### src/sv/ccfp_pkg.sv
`default_nettype none
package ccfp_pkg;

    localparam int unsigned POS_W = 17;

    localparam logic [15:0] CRC_INIT = 16'hFFFF;
    localparam logic [15:0] CRC_POLY = 16'h1021;
    localparam logic [15:0] CRC_TOP = 16'h8000;
    localparam logic [POS_W-1:0] POS_MAX = {POS_W{1'b1}};
    localparam logic [POS_W-1:0] HDR_BYTES = POS_W'(8);

    localparam logic [POS_W-1:0] POS_TYPE = POS_W'(0);
    localparam logic [POS_W-1:0] POS_SEQ_HI = POS_W'(1);
    localparam logic [POS_W-1:0] POS_SEQ_LO = POS_W'(2);
    localparam logic [POS_W-1:0] POS_LEN_HI = POS_W'(3);
    localparam logic [POS_W-1:0] POS_LEN_LO = POS_W'(4);
    localparam logic [POS_W-1:0] POS_HCRC_HI = POS_W'(6);
    localparam logic [POS_W-1:0] POS_HCRC_LO = POS_W'(7);

    localparam logic [2:0] ST_VALID = 3'd0;
    localparam logic [2:0] ST_SHORT_HDR = 3'd1;
    localparam logic [2:0] ST_HDR_CRC = 3'd2;
    localparam logic [2:0] ST_SHORT_FRAME = 3'd3;
    localparam logic [2:0] ST_PAY_CRC = 3'd4;

    typedef struct packed {
        logic [7:0]  payload_byte;
        logic [7:0]  frame_type;
        logic [15:0] sequence_res;
        logic [15:0] payload_length;
        logic [2:0]  status;
        logic        frame_done;
    } t_result;

    function automatic logic [15:0] crc_byte(input logic [15:0] crc, input logic [7:0] b);
        logic [15:0] c;
        c = crc ^ {b, 8'h00};
        for (int i = 0; i < 8; i++) begin
            if ((c & CRC_TOP) != 16'h0000) begin
                c = {c[14:0], 1'b0} ^ CRC_POLY;
            end else begin
                c = {c[14:0], 1'b0};
            end
        end
        return c;
    endfunction

endpackage
`default_nettype wire

### src/sv/ccfp_if.sv
`default_nettype none
interface ccfp_in_if;
    logic       valid;
    logic       ready;
    logic [7:0] data_byte;
    logic       frame_end;

    modport source(output valid, output data_byte, output frame_end, input ready);
    modport sink(input valid, input data_byte, input frame_end, output ready);
endinterface

interface ccfp_out_if;
    logic        valid;
    logic        ready;
    logic [7:0]  payload_byte;
    logic [7:0]  frame_type;
    logic [15:0] sequence_res;
    logic [15:0] payload_length;
    logic [2:0]  status;
    logic        frame_done;

    modport source(output valid, output payload_byte, output frame_type,
                   output sequence_res, output payload_length, output status,
                   output frame_done, input ready);
    modport sink(input valid, input payload_byte, input frame_type,
                 input sequence_res, input payload_length, input status,
                 input frame_done, output ready);
endinterface
`default_nettype wire

### src/sv/ccfp_frame_core.sv
`default_nettype none
module ccfp_frame_core (
    input  wire logic             i_clk,
    input  wire logic             i_rst_n,
    input  wire logic             i_fire,
    input  wire logic [7:0]       i_data_byte,
    input  wire logic             i_frame_end,
    output logic                  o_res_valid,
    output ccfp_pkg::t_result     o_res
);

    logic [ccfp_pkg::POS_W-1:0] r_pos, n_pos;
    logic [15:0] r_crc, n_crc;
    logic [7:0]  r_type, n_type;
    logic [15:0] r_seq, n_seq;
    logic [15:0] r_len, n_len;
    logic [15:0] r_chk, n_chk;
    logic        r_good, n_good;
    logic [2:0]  r_early, n_early;

    logic [ccfp_pkg::POS_W-1:0] pay_end;
    logic [ccfp_pkg::POS_W-1:0] count;
    logic [15:0] chk_full;
    logic        forward;
    logic [2:0]  status;

    always_comb begin
        n_pos = r_pos;
        n_crc = r_crc;
        n_type = r_type;
        n_seq = r_seq;
        n_len = r_len;
        n_chk = r_chk;
        n_good = r_good;
        n_early = r_early;
        forward = 1'b0;
        status = ccfp_pkg::ST_VALID;
        pay_end = ccfp_pkg::HDR_BYTES + {1'b0, r_len};
        chk_full = {r_chk[15:8], i_data_byte};

        if (r_pos < ccfp_pkg::POS_HCRC_HI) begin
            n_crc = ccfp_pkg::crc_byte(r_crc, i_data_byte);
            case (r_pos)
                ccfp_pkg::POS_TYPE:   n_type = i_data_byte;
                ccfp_pkg::POS_SEQ_HI: n_seq = {i_data_byte, r_seq[7:0]};
                ccfp_pkg::POS_SEQ_LO: n_seq = {r_seq[15:8], i_data_byte};
                ccfp_pkg::POS_LEN_HI: n_len = {i_data_byte, r_len[7:0]};
                ccfp_pkg::POS_LEN_LO: n_len = {r_len[15:8], i_data_byte};
                default: ;
            endcase
        end else if (r_pos == ccfp_pkg::POS_HCRC_HI) begin
            n_chk = {i_data_byte, 8'h00};
        end else if (r_pos == ccfp_pkg::POS_HCRC_LO) begin
            n_chk = chk_full;
            n_good = (chk_full == r_crc);
            n_early = (chk_full == r_crc) ? ccfp_pkg::ST_VALID : ccfp_pkg::ST_HDR_CRC;
            n_crc = ccfp_pkg::CRC_INIT;
        end else if (r_good) begin
            if (r_pos < pay_end) begin
                n_crc = ccfp_pkg::crc_byte(r_crc, i_data_byte);
                forward = 1'b1;
            end else if (r_pos == pay_end) begin
                n_chk = {i_data_byte, 8'h00};
            end else if (r_pos == pay_end + ccfp_pkg::POS_W'(1)) begin
                n_chk = chk_full;
            end
        end

        count = (r_pos != ccfp_pkg::POS_MAX) ? r_pos + ccfp_pkg::POS_W'(1) : r_pos;
        n_pos = count;

        if (count < ccfp_pkg::HDR_BYTES) begin
            status = ccfp_pkg::ST_SHORT_HDR;
        end else if (!n_good) begin
            status = (n_early != ccfp_pkg::ST_VALID) ? n_early : ccfp_pkg::ST_HDR_CRC;
        end else if (count < pay_end + ccfp_pkg::POS_W'(2)) begin
            status = ccfp_pkg::ST_SHORT_FRAME;
        end else if (n_chk != n_crc && n_len != 16'h0000) begin
            status = ccfp_pkg::ST_PAY_CRC;
        end

        o_res_valid = i_frame_end || forward;
        if (i_frame_end) begin
            o_res.payload_byte = 8'h00;
            o_res.frame_type = n_type;
            o_res.sequence_res = n_seq;
            o_res.payload_length = n_len;
            o_res.status = status;
            o_res.frame_done = 1'b1;
        end else begin
            o_res.payload_byte = i_data_byte;
            o_res.frame_type = 8'h00;
            o_res.sequence_res = 16'h0000;
            o_res.payload_length = 16'h0000;
            o_res.status = ccfp_pkg::ST_VALID;
            o_res.frame_done = 1'b0;
        end
    end

    always_ff @(posedge i_clk) begin
        if (!i_rst_n || (i_fire && i_frame_end)) begin
            r_pos <= '0;
            r_crc <= ccfp_pkg::CRC_INIT;
            r_type <= '0;
            r_seq <= '0;
            r_len <= '0;
            r_chk <= '0;
            r_good <= 1'b0;
            r_early <= ccfp_pkg::ST_VALID;
        end else if (i_fire) begin
            r_pos <= n_pos;
            r_crc <= n_crc;
            r_type <= n_type;
            r_seq <= n_seq;
            r_len <= n_len;
            r_chk <= n_chk;
            r_good <= n_good;
            r_early <= n_early;
        end
    end

endmodule
`default_nettype wire

### src/sv/crc_checked_frame_parser.sv
// Checks byte-framed packets protected by CRC-16-CCITT and forwards the payload bytes
// of frames whose header CRC matches. One byte transfer is taken every cycle while the
// result side keeps up. A byte passes an input register and the frame core, whose
// byte-wide CRC update is the deepest logic. Its result is loaded into the output
// register when the byte leaves the input register. Each forwarded payload byte that
// is not final yields one result, each final byte one verdict result, others none.
`default_nettype none
module crc_checked_frame_parser (
    input  wire logic   i_clk,
    input  wire logic   i_rst_n,
    ccfp_in_if.sink     i_in,
    ccfp_out_if.source  o_res
);

    logic       r_in_valid;
    logic [7:0] r_data_byte;
    logic       r_frame_end;

    logic               r_out_valid;
    ccfp_pkg::t_result  r_out;

    logic               out_free;
    logic               proc_fire;
    logic               core_valid;
    ccfp_pkg::t_result  core_res;

    assign out_free = !r_out_valid || o_res.ready;
    assign proc_fire = r_in_valid && out_free;
    assign i_in.ready = !r_in_valid || proc_fire;

    always_ff @(posedge i_clk) begin
        if (!i_rst_n) begin
            r_in_valid <= 1'b0;
        end else if (i_in.valid && i_in.ready) begin
            r_in_valid <= 1'b1;
        end else if (proc_fire) begin
            r_in_valid <= 1'b0;
        end
    end

    always_ff @(posedge i_clk) begin
        if (i_in.valid && i_in.ready) begin
            r_data_byte <= i_in.data_byte;
            r_frame_end <= i_in.frame_end;
        end
    end

    ccfp_frame_core u_core (
        .i_clk       (i_clk),
        .i_rst_n     (i_rst_n),
        .i_fire      (proc_fire),
        .i_data_byte (r_data_byte),
        .i_frame_end (r_frame_end),
        .o_res_valid (core_valid),
        .o_res       (core_res)
    );

    always_ff @(posedge i_clk) begin
        if (!i_rst_n) begin
            r_out_valid <= 1'b0;
        end else if (proc_fire) begin
            r_out_valid <= core_valid;
        end else if (o_res.ready) begin
            r_out_valid <= 1'b0;
        end
    end

    always_ff @(posedge i_clk) begin
        if (proc_fire && core_valid) begin
            r_out <= core_res;
        end
    end

    assign o_res.valid = r_out_valid;
    assign o_res.payload_byte = r_out.payload_byte;
    assign o_res.frame_type = r_out.frame_type;
    assign o_res.sequence_res = r_out.sequence_res;
    assign o_res.payload_length = r_out.payload_length;
    assign o_res.status = r_out.status;
    assign o_res.frame_done = r_out.frame_done;

endmodule
`default_nettype wire

### src/flat_wrapper.sv
// flat-port wrapper written by rule: the top's interface ports become plain ports
module crc_checked_frame_parser_flat 
  (i_clk, i_rst_n, i_in_valid, i_in_data_byte, i_in_frame_end, i_in_ready, o_res_valid, o_res_payload_byte, o_res_frame_type, o_res_sequence_res, o_res_payload_length, o_res_status, o_res_frame_done, o_res_ready);
  ccfp_in_if i_in_i ();
  ccfp_out_if o_res_i ();
  input  wire logic i_clk;
  input  wire logic i_rst_n;
  input wire logic [$bits(i_in_i.valid)-1:0] i_in_valid;
  input wire logic [$bits(i_in_i.data_byte)-1:0] i_in_data_byte;
  input wire logic [$bits(i_in_i.frame_end)-1:0] i_in_frame_end;
  output wire logic [$bits(i_in_i.ready)-1:0] i_in_ready;
  output wire logic [$bits(o_res_i.valid)-1:0] o_res_valid;
  output wire logic [$bits(o_res_i.payload_byte)-1:0] o_res_payload_byte;
  output wire logic [$bits(o_res_i.frame_type)-1:0] o_res_frame_type;
  output wire logic [$bits(o_res_i.sequence_res)-1:0] o_res_sequence_res;
  output wire logic [$bits(o_res_i.payload_length)-1:0] o_res_payload_length;
  output wire logic [$bits(o_res_i.status)-1:0] o_res_status;
  output wire logic [$bits(o_res_i.frame_done)-1:0] o_res_frame_done;
  input wire logic [$bits(o_res_i.ready)-1:0] o_res_ready;
  assign i_in_i.valid = i_in_valid;
  assign i_in_i.data_byte = i_in_data_byte;
  assign i_in_i.frame_end = i_in_frame_end;
  assign i_in_ready = i_in_i.ready;
  assign o_res_valid = o_res_i.valid;
  assign o_res_payload_byte = o_res_i.payload_byte;
  assign o_res_frame_type = o_res_i.frame_type;
  assign o_res_sequence_res = o_res_i.sequence_res;
  assign o_res_payload_length = o_res_i.payload_length;
  assign o_res_status = o_res_i.status;
  assign o_res_frame_done = o_res_i.frame_done;
  assign o_res_i.ready = o_res_ready;
  crc_checked_frame_parser u_core (.i_clk(i_clk), .i_rst_n(i_rst_n), .i_in(i_in_i), .o_res(o_res_i));
endmodule
### config.mk
export PLATFORM = sky130hd
export DESIGN_NAME = crc_checked_frame_parser_flat
export DESIGN_NICKNAME = d
export VERILOG_FILES = /design/src/sv/ccfp_pkg.sv /design/src/sv/ccfp_if.sv /design/src/sv/ccfp_frame_core.sv /design/src/sv/crc_checked_frame_parser.sv /design/src/flat_wrapper.sv
export SDC_FILE = /design/constraint.sdc
export NUM_CORES = 1
export LEC_CHECK = 0
export ABC_AREA = 1
export BUFFER_PORTS_ARGS = -buffer_cell sky130_fd_sc_hd__buf_4
export CAP_MARGIN = 20
export CORE_MARGIN = 2
export CORE_UTILIZATION = 56
export DETAILED_ROUTE_END_ITERATION = 10
export GPL_ROUTABILITY_DRIVEN = 0
export GPL_TIMING_DRIVEN = 0
export PLACE_DENSITY = 0.84
export SLEW_MARGIN = 20
export SYNTH_ARGS = -nofsm -noshare
export SYNTH_HDL_FRONTEND = slang
export SYNTH_HIERARCHICAL = 1
export SYNTH_SLANG_ARGS = --single-unit
### constraint.sdc
create_clock -name i_clk -period 5.4 [get_ports i_clk]
set_input_delay 0.81 -clock i_clk [delete_from_list [all_inputs] [get_ports i_clk]]
set_output_delay 0.81 -clock i_clk [all_outputs]
set_load 0.01 [all_outputs]
* Word-level counts from Yosys, hierarchy flattened *
Index checks and enable logic that the tools add are counted.

storage, ports and cells
  bits in registers = 156
  bits of input ports = 13
  word-level logic and storage cells = 171

operators by class
  add/subtract/negate cells = 4
  $lt $le $gt $ge = 4
  equality and inequality tests = 11
  mux-type cells = 98
  bitwise operators = 17
  reduce and logical (&&, ||, !) cells = 18

operators with widths
  cell                                                   number
  2-to-1 mux 16 bit                                      55
  2-to-1 mux 13 bit                                      15
  one-hot mux 16 bit (2 select lines)                    2
  equality test 17 x 3 -> 1 bit (second input constant)  3
  inverter 3 bit                                         15
  adder 17 x 1 -> 17 bit (second input constant)         2
  equality test 17 bit                                   2
  equality test 17 x 2 -> 1 bit (second input constant)  2
  < comparator 17 bit                                    2
  2-to-1 mux 8 bit                                       3
  2-to-1 mux 3 bit                                       7
  adder 17 x 2 -> 17 bit (second input constant)         1
  adder 4 x 16 -> 17 bit (first input constant)          1
  equality test 17 x 1 -> 1 bit (second input constant)  1
  zero test 17 bit                                       1
  < comparator 17 x 3 -> 1 bit (second input constant)   1
  < comparator 17 x 4 -> 1 bit (second input constant)   1
  2-to-1 mux 17 bit                                      1
  != test 17 bit (second input constant)                 1
  equality test 16 bit                                   1
  != test 16 bit                                         1
  nonzero test 16 bit                                    1
  XOR 16 bit                                             1
  2-to-1 mux 1 bit                                       14
  8 further kinds                                        18

* Logic depth before layout (Yosys ltp) *
Gate-level depths: netlist of run 1.

  depth after elaboration = 63
  depth in mapped cells = 30
  mapped depth without buffers = 30

* Modules after synthesis *
Netlist of run 1, hierarchy kept.

by module, submodules not included
  module                    times used  cells an instance  area an instance (um^2)
  ccfp_frame_core           1           1453               8692.1
  crc_checked_frame_parser  1           78                 1939.4

* Least setup slack after synthesis of run 1 *
OpenSTA, ideal clock, no wires.

  path kind = register to register
  start = register u_core.u_core.r_len[3]
  end = register u_core.r_out, in the netlist u_core/o_res.frame_done (enable)
  arrival = 4.578 ns
  path slack = 0.360 ns
  cell stages (with the launch flop) = 18
  path buffers = 0
  period minus slack after synthesis = 5.040 ns
  cell sequence = dfxtp_1 ha_1 nand2_2 nor2_4 nand2_1 nand2_1 nand2_2 ha_1 nand2_1 inv_1 o21ai_0 nand2_1 a21oi_1 a21boi_0 nand3_1 o31ai_1 inv_1 nor2_1

between the ends
  cells in the longest elaborated chain, start to end = 9

ends and longest elaborated chain
  item                         RTL line                        source
  from (decl)                  ccfp_frame_core.sv:16           logic [15:0] r_len, n_len;
  from (signal assigned)       ccfp_frame_core.sv:115          r_len <= n_len;
  adder 4 x 16 -> 17 bit       ccfp_frame_core.sv:38           pay_end = ccfp_pkg::HDR_BYTES + {1'b0, r_len};
  < comparator 17 bit          ccfp_frame_core.sv:59           if (r_pos < pay_end) begin
  2-to-1 mux 1 bit             ccfp_frame_core.sv:59
  2-to-1 mux 1 bit             ccfp_frame_core.sv:58           end else if (r_good) begin
  2-to-1 mux 1 bit             ccfp_frame_core.sv:53           end else if (r_pos == ccfp_pkg::POS_HCRC_LO) begin
  2-to-1 mux 1 bit             ccfp_frame_core.sv:51           end else if (r_pos == ccfp_pkg::POS_HCRC_HI) begin
  2-to-1 mux 1 bit             ccfp_frame_core.sv:41           if (r_pos < ccfp_pkg::POS_HCRC_HI) begin
  logical OR 1 bit             ccfp_frame_core.sv:82           o_res_valid = i_frame_end || forward;
  named net u_core.core_valid  crc_checked_frame_parser.sv:24  logic core_valid;
  logical AND 1 bit            crc_checked_frame_parser.sv:69  if (proc_fire && core_valid) begin
  to (signal assigned)         crc_checked_frame_parser.sv:70  r_out <= core_res;
  to (decl)                    crc_checked_frame_parser.sv:20  ccfp_pkg::t_result r_out;

The timed path passes the listed nets, and every way through them passes these cells.
A chain may end at the register's enable or synchronous reset.

* Final worst setup path of run 1 *
  start = register u_core.u_core.r_len[3]
  end = register u_core.r_out, in the netlist u_core/o_res.status[2], data pin

between the ends
  cells in the longest elaborated chain, start to end = 15
  elaborated cells between the ends (all ways) = 27

ends and longest elaborated chain
  item                    RTL line               source
  adder 4 x 16 -> 17 bit  ccfp_frame_core.sv:38
  adder 17 x 1 -> 17 bit  ccfp_frame_core.sv:64  end else if (r_pos == pay_end + ccfp_pkg::POS_W'(1)) begin
  equality test 17 bit    ccfp_frame_core.sv:64
  2-to-1 mux 8 bit        ccfp_frame_core.sv:64
  2-to-1 mux 16 bit       ccfp_frame_core.sv:62  end else if (r_pos == pay_end) begin
  2-to-1 mux 16 bit       ccfp_frame_core.sv:59
  2-to-1 mux 16 bit       ccfp_frame_core.sv:58
  2-to-1 mux 16 bit       ccfp_frame_core.sv:53
  2-to-1 mux 16 bit       ccfp_frame_core.sv:51
  2-to-1 mux 16 bit       ccfp_frame_core.sv:41
  != test 16 bit          ccfp_frame_core.sv:78  end else if (n_chk != n_crc && n_len != 16'h0000) begin
  logical AND 1 bit       ccfp_frame_core.sv:78
  2-to-1 mux 3 bit        ccfp_frame_core.sv:78
  2-to-1 mux 3 bit *      ccfp_frame_core.sv:76  end else if (count < pay_end + ccfp_pkg::POS_W'(2)) begin
  2-to-1 mux 3 bit *      ccfp_frame_core.sv:74  end else if (!n_good) begin

Every way passes the cells marked *; elsewhere a longest branch is shown, timed or not.

==> reports/results.txt, run 1 <==
Status - finished, final reports clean
Syn Area/Cell - 6.94 sq um
Kind of critical path - flop to flop
Ratio of final minimum period to clock period - 94.1%
Power per cell area - 265 mW/mm^2
Rows - 50
TritonCTS clock tree - built
Fin nets - 1,671
P&R area growth vs syn - 12.7%
Largest net degree at the start of global routing - 29
Yosys cell types - 45
Total gr overflow - 0
Layout cells sized above 1 - 10.1%
Pins Over Slew Limit - 0
Setup crit end kind - flop
Vias in the first global route - 9,897
Final HPWL DP - 23,900 um
Async S/R FF share, synth - 0%
Synth Flop Type - dfxtp_1
Worst slack at placement - 0.601 ns
Ports - 67
Die H - 142 um
CTS Buffer Depth - 2
First-pass GRT wire length - 50,000 um
Final design utilization - 64.3%
Initial Utilization - 57.0%
Die Span X - 142 um
Fillcell total - 1,614
IO buf count - 66
Syn nets - 1,585
Synth warn - 6
Crit path launch type - flop
Die ar. - 0.0201 sq mm
Number of vias per cell - 5.82
Worst path max stage delay - 0.54 ns
Pleak - 5.81 nW
Fin. Hold Viols - 0
Peak Freq - 197 MHz
CP dominant cell by count - nand2_1
Slowest cell on the critical path - o21ai_0
Worst endpoint required time - 5.59 ns
Routed len/inst - 17.1 um
Pre-Repair DR Iteration Count - 6
CTS resizes - 0
Setup violators final - 0
Clk root buf - clkbuf_16
WL final - 31,800 um
Antenna viol nets, final - 0
Maximum vdd drop - 203 uV
Tmin final - 5.08 ns
Setup WS post-layout - 0.321 ns
Worst-margin pin slew - 0.879 ns
GRT Resource Usage Total - 31.7%
Post-synth EDFFs - 61
Hold WC Path Type - flop to flop
DR DRC count - 0
Crit path max fanout - 10
Unrepaired setup endpoints after global routing - no
CTS sink count - 156
Share of the synthesized area in the top cell type - 17.9%
Mapped Area - 0.0106 sq mm
Initial antenna violation count - 0
Synth area leaders - dfxtp_1, edfxtp_1, nand2_1, inv_1, nor2_1
WP data arrival - 5.26 ns
Cts hold-fix bufs - 0
Via count - 10,800
Mapped Cells - 1,531
# Post-CTS Setup Buffers - 0
DRT iter0 DRCs - 1,353
CORE AREA - 0.0186 sq mm
Slew HR - 40.9%
Clock skew - 0.00649 ns
Yosys reg bits - 156
Worst-path clk slew - 0.06 ns
Skew-Pair Late Insertion Delay - 0.43 ns
# H-tree levels - 4
Sequential fraction of the synthesis area - 35.1%
Leading area contributor after synthesis - dfxtp_1
Max Cap Violations - 0
Diode count - 0
Crit-path cells - inv_2 -> nor2_8 -> nand3_4 -> nor2_1 -> nand2_1 -> ha_1 -> a21oi_1 -> o21ai_0 -> a21oi_1 -> a21boi_0 -> nand3_1 -> o21ai_0 -> buf_2 -> nand2_1 -> o21ai_0 -> xnor2_1 -> nor2_1 -> nand2_1 -> nor2_1 -> nand2_1 -> nor2_1 -> nand2_1 -> nand2_1 -> a21oi_2
CTS buffer count - 17
==> per-stage QoR <==
| stage | std cells | TNS, ns | power [mW] | hold WS, ns | cell area [sq um] |
|---|---|---|---|---|---|
| CTS | 1864 | 0 | 3.16 | 0.450 | 12000 |
| global placement | 1831 | -75.67 | 2.05 | 0.441 | 11400 |
| global route | 1864 | 0 | 3.32 | 0.468 | 12000 |
| detailed placement | 1832 | 0 | 2.07 | 0.440 | 11400 |
| finish | 1864 | 0 | 3.18 | 0.455 | 12000 |
| floorplan | 1531 | 0 | 1.86 | 0.428 | 10600 |
==> flip-flops by register name (all words and copies together), names as in the netlist <==
signal / count
u_core/o_res.frame_done: 1
u_core/o_res.frame_type: 8
u_core/o_res.payload_byte: 8
u_core/o_res.payload_length: 16
u_core/o_res.sequence_res: 16
u_core/o_res.status: 3
u_core/o_res.valid: 1
u_core/r_data_byte: 8
u_core/r_frame_end: 1
u_core/r_in_valid: 1
u_core/u_core/r_chk: 16
u_core/u_core/r_crc: 16
u_core/u_core/r_early: 3
u_core/u_core/r_good: 1
u_core/u_core/r_len: 16
u_core/u_core/r_pos: 17
u_core/u_core/r_seq: 16
u_core/u_core/r_type: 8
==> synth_stat cells, types with 5 or more instances <==
master,n
edfxtp_1,61
xnor2_1,22
nand2_2,10
nor2_1,152
nor3_1,18
o21ai_0,106
nor2_4,6
nand4_1,32
clkinv_1,5
inv_2,7
o211ai_1,6
xor2_1,39
dfxtp_1,95
ha_1,41
nor4_1,9
inv_1,263
or2_2,5
nand2_4,11
nand3_2,5
nand2_1,307
a21oi_1,113
nor2_2,8
mux2i_1,8
nand3_1,99
o22ai_1,29
clkbuf_1,38
o21a_1,9
==> layer usage <==
| layer | up-vias | GRT usage, % | share of wire (%) |
|---|---|---|---|
| li1 | 5129 | - | - |
| met1 | 4936 | 39.7 | 38 |
| met2 | 632 | 51.7 | 46 |
| met3 | 148 | 6.55 | 10 |
| met4 | 0 | 16.4 | 4.9 |
| met5 | - | 0 | 0 |
==> area by class of cell <==
type / count / area (sq um) / share of cell area [%]
multi-input combinational: 1057 / 5700 / 47.6
sequential: 156 / 3730 / 31.1
inverter: 275 / 1030 / 8.61
timing repair buffer: 67 / 515 / 4.30
clock buffer: 17 / 425 / 3.55
tap: 234 / 293 / 2.44
buffer: 43 / 169 / 1.41
clock inverter: 15 / 114 / 0.950
==> placed cells by master, fill, tap and decap left out, types with 3 or more instances in the layout <==
cell        Yosys  routed
nand2_1       307     307
inv_1         263     263
nor2_1        152     151
a21oi_1       113     113
o21ai_0       106     106
nand3_1        99      99
dfxtp_1        95      95
buf_4           1      67
edfxtp_1       61      61
ha_1           41      41
xor2_1         39      39
clkbuf_1       38      38
nand4_1        32      32
o22ai_1        29      29
xnor2_1        22      22
nor3_1         18      18
clkbuf_16       0      17
nand2_4        11      11
nand2_2        10      10
nor4_1          9       9
o21a_1          9       9
nor2_2          8       8
mux2i_1         8       8
nor2_4          6       7
inv_2           7       7
clkinv_1        5       6
o211ai_1        6       6
nand3_2         5       5
or2_2           5       5
inv_6           0       4
clkinv_2        0       3
clkinvlp_4      0       3
clkinv_4        0       3
buf_2           3       3
==> report_power, final <==
part | internal (mW) | switching [mW] | total [mW] | leakage [nW]
logic | 0.238 | 0.496 | 0.734 | 4.20
registers | 1.29 | 0.0618 | 1.35 | 1.35
clock network | 0.593 | 0.505 | 1.10 | 0.260
==> worst max-delay path: cells and delay by family, from the launching register on <==
kind            cells  cell delay [ns]
simple gates       13             1.78
buf+inv             2             0.50
flops               1             0.49
fa+ha+maj           1             0.34
compound gates      7             1.58
xor+xnor            1             0.15
==> final timing paths <==
kind / start / endpoint / slack, ns / cells past startpoint
setup / recovery: u_core/u_core/r_len[3]$_SDFFE_PP0P_ / u_core/o_res.status[2]$_DFFE_PP_ / 0.32 / 24
hold / removal: u_core/u_core/r_early[2]$_SDFFE_PP0P_ / u_core/u_core/r_early[2]$_SDFFE_PP0P_ / 0.45 / 2
setup reg to reg: u_core/u_core/r_len[3]$_SDFFE_PP0P_ / u_core/o_res.status[2]$_DFFE_PP_ / 0.32 / 24
hold reg to reg: u_core/u_core/r_early[2]$_SDFFE_PP0P_ / u_core/u_core/r_early[2]$_SDFFE_PP0P_ / 0.45 / 2
==> kinds of logic (layout without fill, tap and decap cells) <==
logic type      Yosys count  after routing  synth area share, %
fa+ha+maj                41             41                 4.83
xor+xnor                 61             61                 5.03
flops                   156            156                 35.1
buf+inv                 318            417                 11.3
simple gates            673            673                 29.1
compound gates          274            274                 13.8
mux                       8              8                0.753
No activity file was read; power rests on OpenSTA's default activity.
==> run 2, diff against run 1 <==
--- a/config.mk
+++ b/config.mk
@@ -14,6 +14,7 @@
 export GPL_ROUTABILITY_DRIVEN = 0
 export GPL_TIMING_DRIVEN = 0
 export PLACE_DENSITY = 0.84
+export REMOVE_ABC_BUFFERS = 1
 export SLEW_MARGIN = 20
 export SYNTH_ARGS = -nofsm -noshare
 export SYNTH_HDL_FRONTEND = slang
==> run 2 against run 1 <==
Clock power about the same. Critical path depth grew 1. Worst hold slack better by 0.0054 ns. Clock skew about the same. Core utilization fell by 0.46 points. Global-route usage down 2.2 points. Critical endpoint unchanged. Via count is 2.3% lower. Highest routed layer unchanged. Sequential share of layout area rose by 0.22 points. Non-clock buffer count down 40.
==> reports/results.txt, run 2 (synthesized netlist as in run 1, its figures left out) <==
Initial antenna violation count - 0
Hold EP - u_core/u_core/r_early[2]$_SDFFE_PP0P_
Diode count - 0
Final HPWL DP - 21,700 um
Pre-Repair DR Iteration Count - 7
Kind of critical path - flop to flop
Hold WC Path Type - flop to flop
WP data arrival - 5.18 ns
TritonCTS clock tree - built
GRT Resource Usage Total - 29.5%
Die Span X - 142 um
Final TNS setup - 0 ns
FF/Latch Area - 0.00373 sq mm
M2 GR Usage - 48.6%
DRT iter0 DRCs - 1,327
Vias in the first global route - 9,919
Footprint of the multi-input gates - 0.00572 sq mm
# Post-CTS Setup Buffers - 0
Die H - 142 um
Status - finished, final reports clean
Routed len/inst - 16.4 um
Reg2reg end - u_core/o_res.status[2]$_DFFE_PP_
Worst-path clk slew - 0.06 ns
Rows - 50
Met1 usage - 37.5%
Placed cells - 1,792
Slew HR - 38.1%
Worst endpoint required time - 5.58 ns
Cts hold-fix bufs - 0
P&R area growth vs syn - 11.9%
CTS resizes - 0
CP dominant cell by count - nand2_1
Largest net degree at the start of global routing - 121
Initial Utilization - 57.0%
CTS buffer count - 17
Unrepaired setup endpoints after global routing - no
Flop2flop setup slack - 0.40 ns
CORE AREA - 0.0186 sq mm
Ports - 67
Pins Over Slew Limit - 0
Hold path depth - 2
Skew-Pair Late Insertion Delay - 0.43 ns
Top Usage Layer GRT - met2
Fillcell total - 1,564
Tmin final - 5.00 ns
Antenna viol nets, final - 0
Commonest non-fill, non-tap cell in the layout - nand2_1
Die ar. - 0.0201 sq mm
Slowest cell on the critical path - dfxtp_1
Worst-margin pin slew - 0.922 ns
Layout cells sized above 1 - 10.4%
Max Cap Violations - 0
Worst path max stage delay - 0.53 ns
IO buf count - 66
Setup crit end kind - flop
Clk root buf - clkbuf_16
DR DRC count - 0
Worst R2R Path Depth - 25
Maximum vdd drop - 204 uV
Total gr overflow - 0
Pleak - 5.78 nW
Total Power - 3.13 mW
Peak Freq - 200 MHz
Max reg flops - 17
Via count - 10,600
Top reg by flops - u_core/u_core/r_pos
Hold_sp - u_core/u_core/r_early[2]$_SDFFE_PP0P_
Crit Reg-Reg Startpoint - u_core/u_core/r_len[8]$_SDFFE_PP0P_
Cell Count, Final, Fillers Out - 1,824
Power per cell area - 263 mW/mm^2
First-pass GRT wire length - 47,200 um
CTS sink count - 156
Crit path max fanout - 12
# H-tree levels - 4
Setup violators final - 0
GR Util met3 - 4.59%
Number of vias per cell - 5.81
Fin nets - 1,631
Placement Cell Area - 0.0114 sq mm
Clock skew - 0.00672 ns
WL final - 29,900 um
Commonest cells after routing, fill and taps aside - nand2_1, inv_1, nor2_1, a21oi_1, o21ai_0
Fin. Hold Viols - 0
CTS Buffer Depth - 2
Post-route cell area - 0.0119 sq mm
Crit path launch type - flop
Ratio of final minimum period to clock period - 92.6%
run 2: cell count changes in the layout (fill, tap and decap cells not counted), sizes merged:
cell / change
clkinv: -1
inv: -3
buf: -2
clkbuf: -34
run 2: cell type report:
cell class              instances  share of cell area, %
repair buffers                 70                   5.03
clock inverters                11                  0.589
flip-flops and latches        156                   31.4
clock buffers                  21                   3.78
multi-input cells            1057                   48.0
inverters                     275                   8.73
well taps                     234                   2.46
run 2: per-layer routing:
| metal | vias up | part of all wire [%] |
|---|---|---|
| met2 | 569 | 47 |
| met4 | 0 | 4.2 |
| li1 | 5059 | - |
| met1 | 4861 | 40 |
| met5 | - | 0 |
| met3 | 110 | 8.9 |
run 2: worst max-delay path by stage:
| stage | start | endpoint | slack (ns) | depth (start not counted) |
|---|---|---|---|---|
| finish | u_core/u_core/r_len[8]$_SDFFE_PP0P_ | u_core/o_res.status[2]$_DFFE_PP_ | 0.40 | 25 |
| global route | u_core/u_core/r_len[8]$_SDFFE_PP0P_ | u_core/o_res.status[2]$_DFFE_PP_ | 0.04 | 27 |
| CTS | u_core/u_core/r_len[3]$_SDFFE_PP0P_ | u_core/o_res.status[2]$_DFFE_PP_ | 0.46 | 21 |
| detailed placement | u_core/u_core/r_len[3]$_SDFFE_PP0P_ | u_core/o_res.status[2]$_DFFE_PP_ | 0.52 | 21 |
| global placement | u_core/u_core/r_len[3]$_SDFFE_PP0P_ | u_core/o_res.frame_type[7]$_DFFE_PP_ | -1.28 | 14 |
| floorplan | u_core/u_core/r_len[3]$_SDFFE_PP0P_ | u_core/o_res.frame_done$_DFFE_PP_ | 0.36 | 17 |
run 2: metrics by stage:
step / hold slack, ns / setup slack, ns / utilization (%)
CTS: 0.455 / 0.456 / 63.8
global route: 0.484 / 0.0411 / 63.8
global placement: 0.442 / -1.28 / 60.3
detailed placement: 0.451 / 0.517 / 61.0
finish: 0.460 / 0.400 / 63.8
floorplan: 0.428 / 0.359 / -
run 2: report_power, final:
part | internal, mW | leakage, nW | switching (mW) | total [mW]
clock | 0.596 | 0.251 | 0.479 | 1.07
sequential | 1.29 | 1.35 | 0.0639 | 1.35
combinational | 0.235 | 4.18 | 0.472 | 0.707
run 2: worst max-delay path: cells and delay by family, from the launching register on:
| family | cells | cell delay (ns) |
|---|---|---|
| fa+ha+maj | 1 | 0.34 |
| simple gates | 20 | 3.10 |
| buf+inv | 1 | 0.04 |
| flops | 1 | 0.53 |
| compound gates | 3 | 0.73 |
